### config.mk
export PLATFORM = sky130hd
export DESIGN_NAME = srtn_cpu_scheduler
export DESIGN_NICKNAME = d
export VERILOG_FILES = /design/src/srtn_pkg.sv /design/src/srtn_rec_mem.sv /design/src/srtn_pick.sv /design/src/srtn_cpu_scheduler.sv
export SDC_FILE = /design/constraint.sdc
export NUM_CORES = 2
export LEC_CHECK = 0
export BUFFER_PORTS_ARGS = -buffer_cell sky130_fd_sc_hd__buf_2
export CAP_MARGIN = 20
export CORE_ASPECT_RATIO = 0.6
export CORE_MARGIN = 2
export CORE_UTILIZATION = 30
export CTS_CLUSTER_SIZE = 14
export DETAILED_ROUTE_END_ITERATION = 10
export HOLD_SLACK_MARGIN = 0.06
export PLACE_DENSITY = 0.46
export SETUP_SLACK_MARGIN = 0.4
export SLEW_MARGIN = 20
export SYNTH_ARGS = -nofsm -noshare
export SYNTH_HDL_FRONTEND = slang
export SYNTH_SLANG_ARGS = --single-unit
export TNS_END_PERCENT = 20
### constraint.sdc
create_clock -name clk -period 9.05 [get_ports clk]
set_clock_uncertainty 0.2 [all_clocks]
set_input_delay 0.905 -clock clk [delete_from_list [all_inputs] [get_ports clk]]
set_output_delay 0.905 -clock clk [all_outputs]
set_load 0.02 [all_outputs]
### src/srtn_pkg.sv
`timescale 1ns / 1ps

package srtn_pkg;

  localparam int MAX_PROCS_DEF = 16;
  localparam int FIELD_W       = 16;
  localparam int TIME_W        = 21;
  localparam int SLOT_W        = 4;
  localparam int KIND_W        = 2;

  localparam logic [TIME_W-1:0] CLOCK_MAX = {TIME_W{1'b1}};

  typedef enum logic [KIND_W-1:0] {
    KIND_LOAD  = 2'd0,
    KIND_TICK  = 2'd1,
    KIND_CLEAR = 2'd2
  } kind_t;

  typedef enum logic [2:0] {
    ST_IDLE,
    ST_SCAN,
    ST_UPD,
    ST_TAT,
    ST_EMIT
  } state_t;

  typedef struct packed {
    logic [FIELD_W-1:0] arrival;
    logic [FIELD_W-1:0] burst;
    logic [FIELD_W-1:0] remain;
    logic [TIME_W-1:0]  resp;
  } rec_t;

  typedef struct packed {
    logic start;
    logic cand_vld;
    logic cand_ok;
  } pick_ctl_t;

endpackage

### src/srtn_rec_mem.sv
`timescale 1ns / 1ps

module srtn_rec_mem
  import srtn_pkg::*;
#(
  parameter int MAX_PROCS = MAX_PROCS_DEF,
  parameter int IDX_W     = (MAX_PROCS > 1) ? $clog2(MAX_PROCS) : 1
) (
  input  logic             clk,
  input  logic             wr_en,
  input  logic [IDX_W-1:0] wr_addr,
  input  rec_t             wr_data,
  input  logic [IDX_W-1:0] rd_addr,
  output rec_t             rd_data
);

  rec_t mem [MAX_PROCS];
  rec_t rd_data_r;

  always_ff @(posedge clk) begin
    if (wr_en) begin
      mem[wr_addr] <= wr_data;
    end
  end

  always_ff @(posedge clk) begin
    rd_data_r <= mem[rd_addr];
  end

  assign rd_data = rd_data_r;

endmodule

### src/srtn_pick.sv
`timescale 1ns / 1ps

module srtn_pick
  import srtn_pkg::*;
#(
  parameter int MAX_PROCS = MAX_PROCS_DEF,
  parameter int IDX_W     = (MAX_PROCS > 1) ? $clog2(MAX_PROCS) : 1
) (
  input  logic              clk,
  input  logic              rst_n,
  input  pick_ctl_t         ctl,
  input  logic [TIME_W-1:0] now,
  input  rec_t              cand_rec,
  input  logic [IDX_W-1:0]  cand_idx,
  output logic              have_best,
  output rec_t              best_rec,
  output logic [IDX_W-1:0]  best_idx
);

  logic             have_best_r, have_best_nxt;
  rec_t             best_rec_r;
  logic [IDX_W-1:0] best_idx_r;
  logic             take;

  always_comb begin
    take = ctl.cand_vld && ctl.cand_ok &&
           (TIME_W'(cand_rec.arrival) <= now) &&
           (!have_best_r ||
            (cand_rec.remain < best_rec_r.remain) ||
            ((cand_rec.remain == best_rec_r.remain) &&
             (cand_rec.arrival < best_rec_r.arrival)));
    have_best_nxt = have_best_r;
    if (ctl.start) begin
      have_best_nxt = 1'b0;
    end else if (take) begin
      have_best_nxt = 1'b1;
    end
  end

  always_ff @(posedge clk) begin
    if (!rst_n) begin
      have_best_r <= 1'b0;
    end else begin
      have_best_r <= have_best_nxt;
    end
  end

  always_ff @(posedge clk) begin
    if (take) begin
      best_rec_r <= cand_rec;
      best_idx_r <= cand_idx;
    end
  end

  assign have_best = have_best_r;
  assign best_rec  = best_rec_r;
  assign best_idx  = best_idx_r;

endmodule

### src/srtn_cpu_scheduler.sv
`timescale 1ns / 1ps

// Preemptive shortest-remaining-time scheduler over a table of MAX_PROCS process slots.
// A load item (kind 0) stores arrival and burst in the next free slot; a zero burst or a
// full table drops it. A clear item (kind 2) empties the table and zeroes the clock; kind 3
// is dropped. Neither gives a result. A tick item (kind 1) scans every slot: the slot
// records sit in one memory that is read one slot per cycle into a single compare unit
// that keeps the best candidate, then the chosen slot is written back and the timing
// figures are formed in two more steps. Each tick gives one result item, which waits in an
// output register; loads and clears are still taken while it waits. No clearing pass runs
// after reset.
module srtn_cpu_scheduler
  import srtn_pkg::*;
#(
  parameter int MAX_PROCS = MAX_PROCS_DEF
) (
  input  logic               clk,
  input  logic               rst_n,
  input  logic               in_valid,
  output logic               in_ready,
  input  logic [KIND_W-1:0]  in_kind,
  input  logic [FIELD_W-1:0] in_arrival_time,
  input  logic [FIELD_W-1:0] in_burst_time,
  output logic               out_valid,
  input  logic               out_ready,
  output logic [SLOT_W-1:0]  out_ran_slot,
  output logic               out_idle,
  output logic               out_finished,
  output logic [TIME_W-1:0]  out_clock_after,
  output logic [TIME_W-1:0]  out_completion_time,
  output logic [TIME_W-1:0]  out_turnaround_time,
  output logic [TIME_W-1:0]  out_waiting_time,
  output logic [TIME_W-1:0]  out_response_time,
  output logic               out_all_done
);

  localparam int IDX_W = (MAX_PROCS > 1) ? $clog2(MAX_PROCS) : 1;
  localparam int CNT_W = $clog2(MAX_PROCS + 1);
  localparam logic [CNT_W-1:0] CNT_MAX = CNT_W'(MAX_PROCS);

  state_t               state_r, state_nxt;
  logic [CNT_W-1:0]     issue_idx_r, issue_idx_nxt;
  logic                 rd_vld_r, rd_vld_nxt;
  logic [IDX_W-1:0]     rd_idx_r, rd_idx_nxt;
  logic [CNT_W-1:0]     loaded_count_r, loaded_count_nxt;
  logic [CNT_W-1:0]     finished_count_r, finished_count_nxt;
  logic [TIME_W-1:0]    clock_r, clock_nxt;
  logic [MAX_PROCS-1:0] started_r, started_nxt;
  logic [MAX_PROCS-1:0] finished_r, finished_nxt;
  logic                 out_valid_r, out_valid_nxt;

  logic [TIME_W-1:0]    resp_r;
  logic                 fin_r;
  logic [TIME_W-1:0]    tat_r;

  logic [SLOT_W-1:0]    out_ran_slot_r;
  logic                 out_idle_r;
  logic                 out_finished_r;
  logic [TIME_W-1:0]    out_clock_after_r;
  logic [TIME_W-1:0]    out_completion_time_r;
  logic [TIME_W-1:0]    out_turnaround_time_r;
  logic [TIME_W-1:0]    out_waiting_time_r;
  logic [TIME_W-1:0]    out_response_time_r;
  logic                 out_all_done_r;

  logic                 wr_en;
  logic [IDX_W-1:0]     wr_addr;
  rec_t                 wr_data;
  rec_t                 rd_data;
  pick_ctl_t            pick_ctl;
  logic                 have_best;
  rec_t                 best_rec;
  logic [IDX_W-1:0]     best_idx;

  logic                 upd_ld, tat_ld, emit_ld;
  logic [FIELD_W-1:0]   rem_new;
  logic [TIME_W-1:0]    resp_new;
  logic [TIME_W-1:0]    wait_val;
  logic [IDX_W-1:0]     load_idx;

  srtn_rec_mem #(
    .MAX_PROCS (MAX_PROCS),
    .IDX_W     (IDX_W)
  ) u_mem (
    .clk     (clk),
    .wr_en   (wr_en),
    .wr_addr (wr_addr),
    .wr_data (wr_data),
    .rd_addr (issue_idx_r[IDX_W-1:0]),
    .rd_data (rd_data)
  );

  srtn_pick #(
    .MAX_PROCS (MAX_PROCS),
    .IDX_W     (IDX_W)
  ) u_pick (
    .clk       (clk),
    .rst_n     (rst_n),
    .ctl       (pick_ctl),
    .now       (clock_r),
    .cand_rec  (rd_data),
    .cand_idx  (rd_idx_r),
    .have_best (have_best),
    .best_rec  (best_rec),
    .best_idx  (best_idx)
  );

  assign load_idx = loaded_count_r[IDX_W-1:0];
  assign rem_new  = best_rec.remain - FIELD_W'(1);
  assign resp_new = started_r[best_idx] ? best_rec.resp
                                        : clock_r - TIME_W'(best_rec.arrival);
  assign wait_val = (tat_r >= TIME_W'(best_rec.burst)) ? tat_r - TIME_W'(best_rec.burst)
                                                       : '0;

  always_comb begin
    state_nxt          = state_r;
    issue_idx_nxt      = issue_idx_r;
    rd_vld_nxt         = rd_vld_r;
    rd_idx_nxt         = rd_idx_r;
    loaded_count_nxt   = loaded_count_r;
    finished_count_nxt = finished_count_r;
    clock_nxt          = clock_r;
    started_nxt        = started_r;
    finished_nxt       = finished_r;
    out_valid_nxt      = out_valid_r && !out_ready;
    in_ready           = (state_r == ST_IDLE);
    wr_en              = 1'b0;
    wr_addr            = load_idx;
    wr_data            = '{arrival: in_arrival_time, burst: in_burst_time,
                           remain: in_burst_time, resp: '0};
    pick_ctl           = '0;
    upd_ld             = 1'b0;
    tat_ld             = 1'b0;
    emit_ld            = 1'b0;

    unique case (state_r)
      ST_IDLE: begin
        if (in_valid) begin
          unique case (in_kind)
            KIND_LOAD: begin
              if ((in_burst_time != '0) && (loaded_count_r < CNT_MAX)) begin
                wr_en                  = 1'b1;
                started_nxt[load_idx]  = 1'b0;
                finished_nxt[load_idx] = 1'b0;
                loaded_count_nxt       = loaded_count_r + CNT_W'(1);
              end
            end
            KIND_TICK: begin
              issue_idx_nxt  = '0;
              pick_ctl.start = 1'b1;
              state_nxt      = ST_SCAN;
            end
            KIND_CLEAR: begin
              loaded_count_nxt   = '0;
              finished_count_nxt = '0;
              clock_nxt          = '0;
              started_nxt        = '0;
              finished_nxt       = '0;
            end
            default: begin
            end
          endcase
        end
      end
      ST_SCAN: begin
        pick_ctl.cand_vld = rd_vld_r;
        pick_ctl.cand_ok  = (CNT_W'(rd_idx_r) < loaded_count_r) && !finished_r[rd_idx_r];
        if (issue_idx_r < CNT_MAX) begin
          rd_vld_nxt    = 1'b1;
          rd_idx_nxt    = issue_idx_r[IDX_W-1:0];
          issue_idx_nxt = issue_idx_r + CNT_W'(1);
        end else begin
          rd_vld_nxt = 1'b0;
          state_nxt  = ST_UPD;
        end
      end
      ST_UPD: begin
        upd_ld    = 1'b1;
        clock_nxt = (clock_r == CLOCK_MAX) ? clock_r : clock_r + TIME_W'(1);
        if (have_best) begin
          wr_en                 = 1'b1;
          wr_addr               = best_idx;
          wr_data               = '{arrival: best_rec.arrival, burst: best_rec.burst,
                                    remain: rem_new, resp: resp_new};
          started_nxt[best_idx] = 1'b1;
          if (rem_new == '0) begin
            finished_nxt[best_idx] = 1'b1;
            finished_count_nxt     = finished_count_r + CNT_W'(1);
          end
        end
        state_nxt = ST_TAT;
      end
      ST_TAT: begin
        tat_ld    = 1'b1;
        state_nxt = ST_EMIT;
      end
      ST_EMIT: begin
        if (!out_valid_r || out_ready) begin
          emit_ld       = 1'b1;
          out_valid_nxt = 1'b1;
          state_nxt     = ST_IDLE;
        end
      end
      default: begin
        state_nxt = ST_IDLE;
      end
    endcase
  end

  always_ff @(posedge clk) begin
    if (!rst_n) begin
      state_r          <= ST_IDLE;
      issue_idx_r      <= '0;
      rd_vld_r         <= 1'b0;
      rd_idx_r         <= '0;
      loaded_count_r   <= '0;
      finished_count_r <= '0;
      clock_r          <= '0;
      started_r        <= '0;
      finished_r       <= '0;
      out_valid_r      <= 1'b0;
    end else begin
      state_r          <= state_nxt;
      issue_idx_r      <= issue_idx_nxt;
      rd_vld_r         <= rd_vld_nxt;
      rd_idx_r         <= rd_idx_nxt;
      loaded_count_r   <= loaded_count_nxt;
      finished_count_r <= finished_count_nxt;
      clock_r          <= clock_nxt;
      started_r        <= started_nxt;
      finished_r       <= finished_nxt;
      out_valid_r      <= out_valid_nxt;
    end
  end

  always_ff @(posedge clk) begin
    if (upd_ld) begin
      resp_r <= resp_new;
      fin_r  <= have_best && (rem_new == '0);
    end
    if (tat_ld) begin
      tat_r <= clock_r - TIME_W'(best_rec.arrival);
    end
    if (emit_ld) begin
      out_ran_slot_r        <= have_best ? SLOT_W'(best_idx) : '0;
      out_idle_r            <= !have_best;
      out_finished_r        <= fin_r;
      out_clock_after_r     <= clock_r;
      out_completion_time_r <= fin_r ? clock_r : '0;
      out_turnaround_time_r <= fin_r ? tat_r : '0;
      out_waiting_time_r    <= fin_r ? wait_val : '0;
      out_response_time_r   <= fin_r ? resp_r : '0;
      out_all_done_r        <= (finished_count_r == loaded_count_r);
    end
  end

  assign out_valid           = out_valid_r;
  assign out_ran_slot        = out_ran_slot_r;
  assign out_idle            = out_idle_r;
  assign out_finished        = out_finished_r;
  assign out_clock_after     = out_clock_after_r;
  assign out_completion_time = out_completion_time_r;
  assign out_turnaround_time = out_turnaround_time_r;
  assign out_waiting_time    = out_waiting_time_r;
  assign out_response_time   = out_response_time_r;
  assign out_all_done        = out_all_done_r;

  a_tick_busy: assert property (@(posedge clk) disable iff (!rst_n)
    in_valid && in_ready && (in_kind == KIND_TICK) |=> !in_ready)
    else $error("tick item accepted without leaving idle");

  a_count_order: assert property (@(posedge clk) disable iff (!rst_n)
    finished_count_r <= loaded_count_r)
    else $error("more finished processes than loaded");

  a_scan_drained: assert property (@(posedge clk) disable iff (!rst_n)
    (state_r == ST_UPD) |-> !rd_vld_r)
    else $error("slot read still in flight at update");

  a_idle_result: assert property (@(posedge clk) disable iff (!rst_n)
    out_valid && out_idle |-> !out_finished && (out_ran_slot == '0))
    else $error("idle tick reports a process");

  a_wait_bound: assert property (@(posedge clk) disable iff (!rst_n)
    out_valid && out_finished |-> out_waiting_time <= out_turnaround_time)
    else $error("waiting time exceeds turnaround time");

endmodule
==> results_dict.tcl <==
set metrics [dict create \
    synth_cell_type_count 72 \
    cp_common_cell "buf_4" \
    worstMarginPinSlew_ns 1.136 \
    critPathBufInv 3 \
    cts_root_buf "clkbuf_16" \
    p_sw_share_pct 20.67 \
    yosys-top-cells-area "edfxtp_1 69%, mux4_2 14%, dfxtp_1 5.1%" \
    fin_nets 3413 \
    syn_inst 3001 \
    cts_hold_buf 0 \
    grt_max_degree 118 \
    portBuffers 151 \
    drive_gt1_share_pct 25.73 \
    avgViaCountPerCell 4.954 \
    required_ns 9.24 \
    ir_drop_v 0.0001328 \
    critPathSlowestCell "buf_4" \
    synthSimpleGateAreaFrac_pct 4.184 \
    antenna_found_initial 4 \
    synth_xor_xnor_area_share_pct 1.012 \
    synth_nets 3132 \
    vias 29632 \
    synthToLayoutAreaGrowth_pct 15.86 \
    drv_cap 0 \
    path_clk_slew_ns 0.06 \
    p_seq_share_pct 53.3 \
    status "finished clean" \
    cts_max_level 4 \
    synthMuxAreaShare_pct 14.30 \
    criticalPathCategory "flop to flop" \
    cp-start-kind "flop" \
    clock.fmax_ghz 0.1899 \
    slew_headroom_pct 23.79 \
    grt_pass1_wl_mm 234.8 \
    power_per_cell_area_mw_per_mm2 208.3 \
    hold_violations 0 \
    io_pins 152 \
    pwr-share-comb_pct 2.6 \
    drt_iter0_drc 3071 \
    power_switching_mw 2.894 \
    final_core_util_pct 35.13 \
    synth.top_cell.area_share_pct 68.95 \
    setup_viol 0 \
    yosysWarnings 0 \
    synth_top_family_by_area "multiplexers" \
    drt-pass1-iter-count 5 \
    period_needed_ns 5.266 \
    hold_path_startpoint "u_mem.rd_data[37]" \
    end_kind "flop" \
    r2r_end "u_mem.mem[8][13]" \
    synth-async-reset-ratio_pct 0 \
    clock_latency_ns 0.81 \
    fin_tns_setup_ns 0 \
    reg2reg_depth 8 \
    path_delay_family "simple AND/OR/NAND/NOR gates" \
    initial_core_util_pct 30.32 \
    synth_fa_ha_area_share_pct 2.032 \
    yosys.area.top_type "edfxtp_1" \
    synth-edff-count 1332 \
    leakage_nw 20.62 \
    path_cells "nand2_1 -> inv_2 -> buf_4 -> nand2_4 -> nor3_1 -> a21oi_1 -> nor2_4 -> buf_4" \
    final_antenna_net_count 0 \
    track_usage_pct 16.84 \
    r2r_slack_ns 3.78 \
    max_stage_delay_ns 0.96 \
    fp.dieH_um 344.6 \
    routedWlPerCell_um 27.88 \
    yosysSeqAreaShare_pct 74.03 \
    crit_fanout 50 \
    syn_area_mm2 0.05801 \
    cp.depth 8 \
    hold_class "flop to flop" \
    synth_flop_cell "edfxtp_1" \
    place.gp.congestion 0.8159 \
    post-cts-setup-buffers 0 \
    synth_compound_area_share_pct 2.946 \
    drc_errors 0 \
    cts_resized 0 \
    r2r_start "state_r[1]" \
    power.internal_mw 11.11 \
    cp.arrival_ns 5.46 \
    rsz0062_at_grt "no" \
    core-area_mm2 0.1913 \
    die_area_mm2 0.1970 \
    first_global_vias 29559 \
    syn_avg_cell_area_um2 19.33 \
    timing.final.max_slew_violations 0 \
    clock-sinks 1479 \
    drt_wl_total_mm 166.7 \
    rows 124 \
    dpl.hpwl_mm 103.9 \
    fin_crit_sh_pct 58.19 \
    cts_tree "done" \
    die_w_um 571.7 \
    cts_made_buffers 154 \
    p_clk_share_pct 44.2 \
    power_mw 14.00 \
    worstHoldPathCells 0 \
    holdPathEnd "u_pick.best_rec[37]" \
    grt_overflow 0 \
    ys_ff_latch 1479 \
    clockBufferDepth 4 \
]
[worst reg2reg max path, stage by stage, from the launching register on]
cell and delay, ns:
dfxtp_1 0.48, nand2_1 0.31, inv_2 0.11, buf_4 0.41, nand2_4 0.48, nor3_1 0.70, a21oi_1 0.36, nor2_4 0.79
buf_4 0.98
[layer usage]
layer	GRT usage (%)	vias to the layer above	part of all wire, %
met5	0	-	0
met4	2.936	0	1.4
met3	2.898	181	6.2
met2	23.90	942	42
met1	26.93	15831	50
li1	-	12678	-
[cell families (layout without fill, tap and decap cells)]
| group | count (synthesis) | after routing |
|---|---|---|
| xor+xnor | 67 | 67 |
| flops | 1479 | 1479 |
| mux | 381 | 381 |
| compound gates | 288 | 288 |
| fa+ha+maj | 93 | 93 |
| buf+inv | 215 | 607 |
| simple gates | 478 | 478 |
| other cells | 0 | 5 |
[area by class of cell]
type	instances	area, um^2
fillers	17845	124100
flip-flops and latches	1479	42960
multi-input cells	1307	14430
clock buffers	207	4114
well taps	2583	3232
repair buffers	246	1506
clock inverters	60	600.6
inverters	94	354.1
diodes	5	12.51
[power groups by stage]
stage | combinational, mW | clock [mW] | sequential, mW
finish | 0.359 | 6.18 | 7.46
global route | 0.391 | 6.62 | 7.46
CTS | 0.364 | 6.36 | 7.46
detailed placement | 0.363 | 0 | 7.61
global placement | 0.365 | 0 | 7.61
floorplan | 0.235 | 0 | 7.59
[cell usage in the layout (no fill, tap or decap), types with 15 or more instances in the layout]
master,synthesis,routed
nor2b_1,19,18
dfxtp_1,147,143
and2_1,86,86
nor3_1,25,25
edfxtp_1,1332,1332
nor2_1,151,134
nand4_1,16,16
nor2_4,0,16
nand3_1,31,31
nor4_1,15,15
clkbuf_16,0,155
clkinv_1,0,20
a21oi_1,93,92
a21o_1,16,16
clkbuf_1,78,48
xor2_1,17,17
mux4_2,354,354
xnor2_1,50,50
o21ai_0,91,67
buf_4,1,90
ha_1,91,91
o21ai_2,0,17
nand2_1,79,78
inv_1,92,92
clkinv_2,1,21
a31oi_1,25,25
buf_2,12,151
[how the worst max path moves through the flow]
| stage | startpoint | end | slack [ns] |
|---|---|---|---|
| 2_1_floorplan | out_ready | out_all_done | 2.32 |
| 3_3_place_gp | in_burst_time[12] | u_mem.mem[12][15] | 3.70 |
| 3_5_place_dp | in_burst_time[15] | u_mem.mem[12][15] | 3.62 |
| 4_1_cts | state_r[1] | u_mem.mem[8][14] | 3.76 |
| 5_1_grt | state_r[1] | u_mem.mem[8][14] | 3.40 |
| 6_report | state_r[1] | u_mem.mem[8][13] | 3.78 |
[sequential cells by signal (all words and copies together), names as in the netlist, 5 cells and up]
name	flops
u_mem.mem	1104
u_mem.rd_data	69
u_pick.best_rec	69
clock_r	21
out_clock_after	21
out_completion_time	21
out_response_time	21
out_turnaround_time	21
out_waiting_time	21
resp_r	21
tat_r	21
finished_r	16
started_r	16
finished_count_r	5
issue_idx_r	5
loaded_count_r	5
[through the flow]
step                hold WS, ns  setup slack [ns]  instance area [um^2]  std cells
finish                   0.1985             3.784                 67210       5981
global placement         0.1862             3.702                 62390       5706
CTS                      0.1902             3.762                 67120       5973
detailed placement       0.1887             3.624                 62410       5706
global route             0.2072             3.400                 67200       5976
floorplan                0.1855             2.323                 58010       3001
[synth_stat cells (all sizes together) (19+ instances only)]
master / count
buf: 43
dfxtp: 147
mux4: 355
and2: 86
inv: 93
nor2: 153
nand3: 31
nor2b: 19
nor3: 25
clkbuf: 78
edfxtp: 1332
a31oi: 25
nand2: 79
a21oi: 94
xnor2: 50
ha: 91
o21ai: 95
Note: power is estimated with default switching activity, not from simulation.
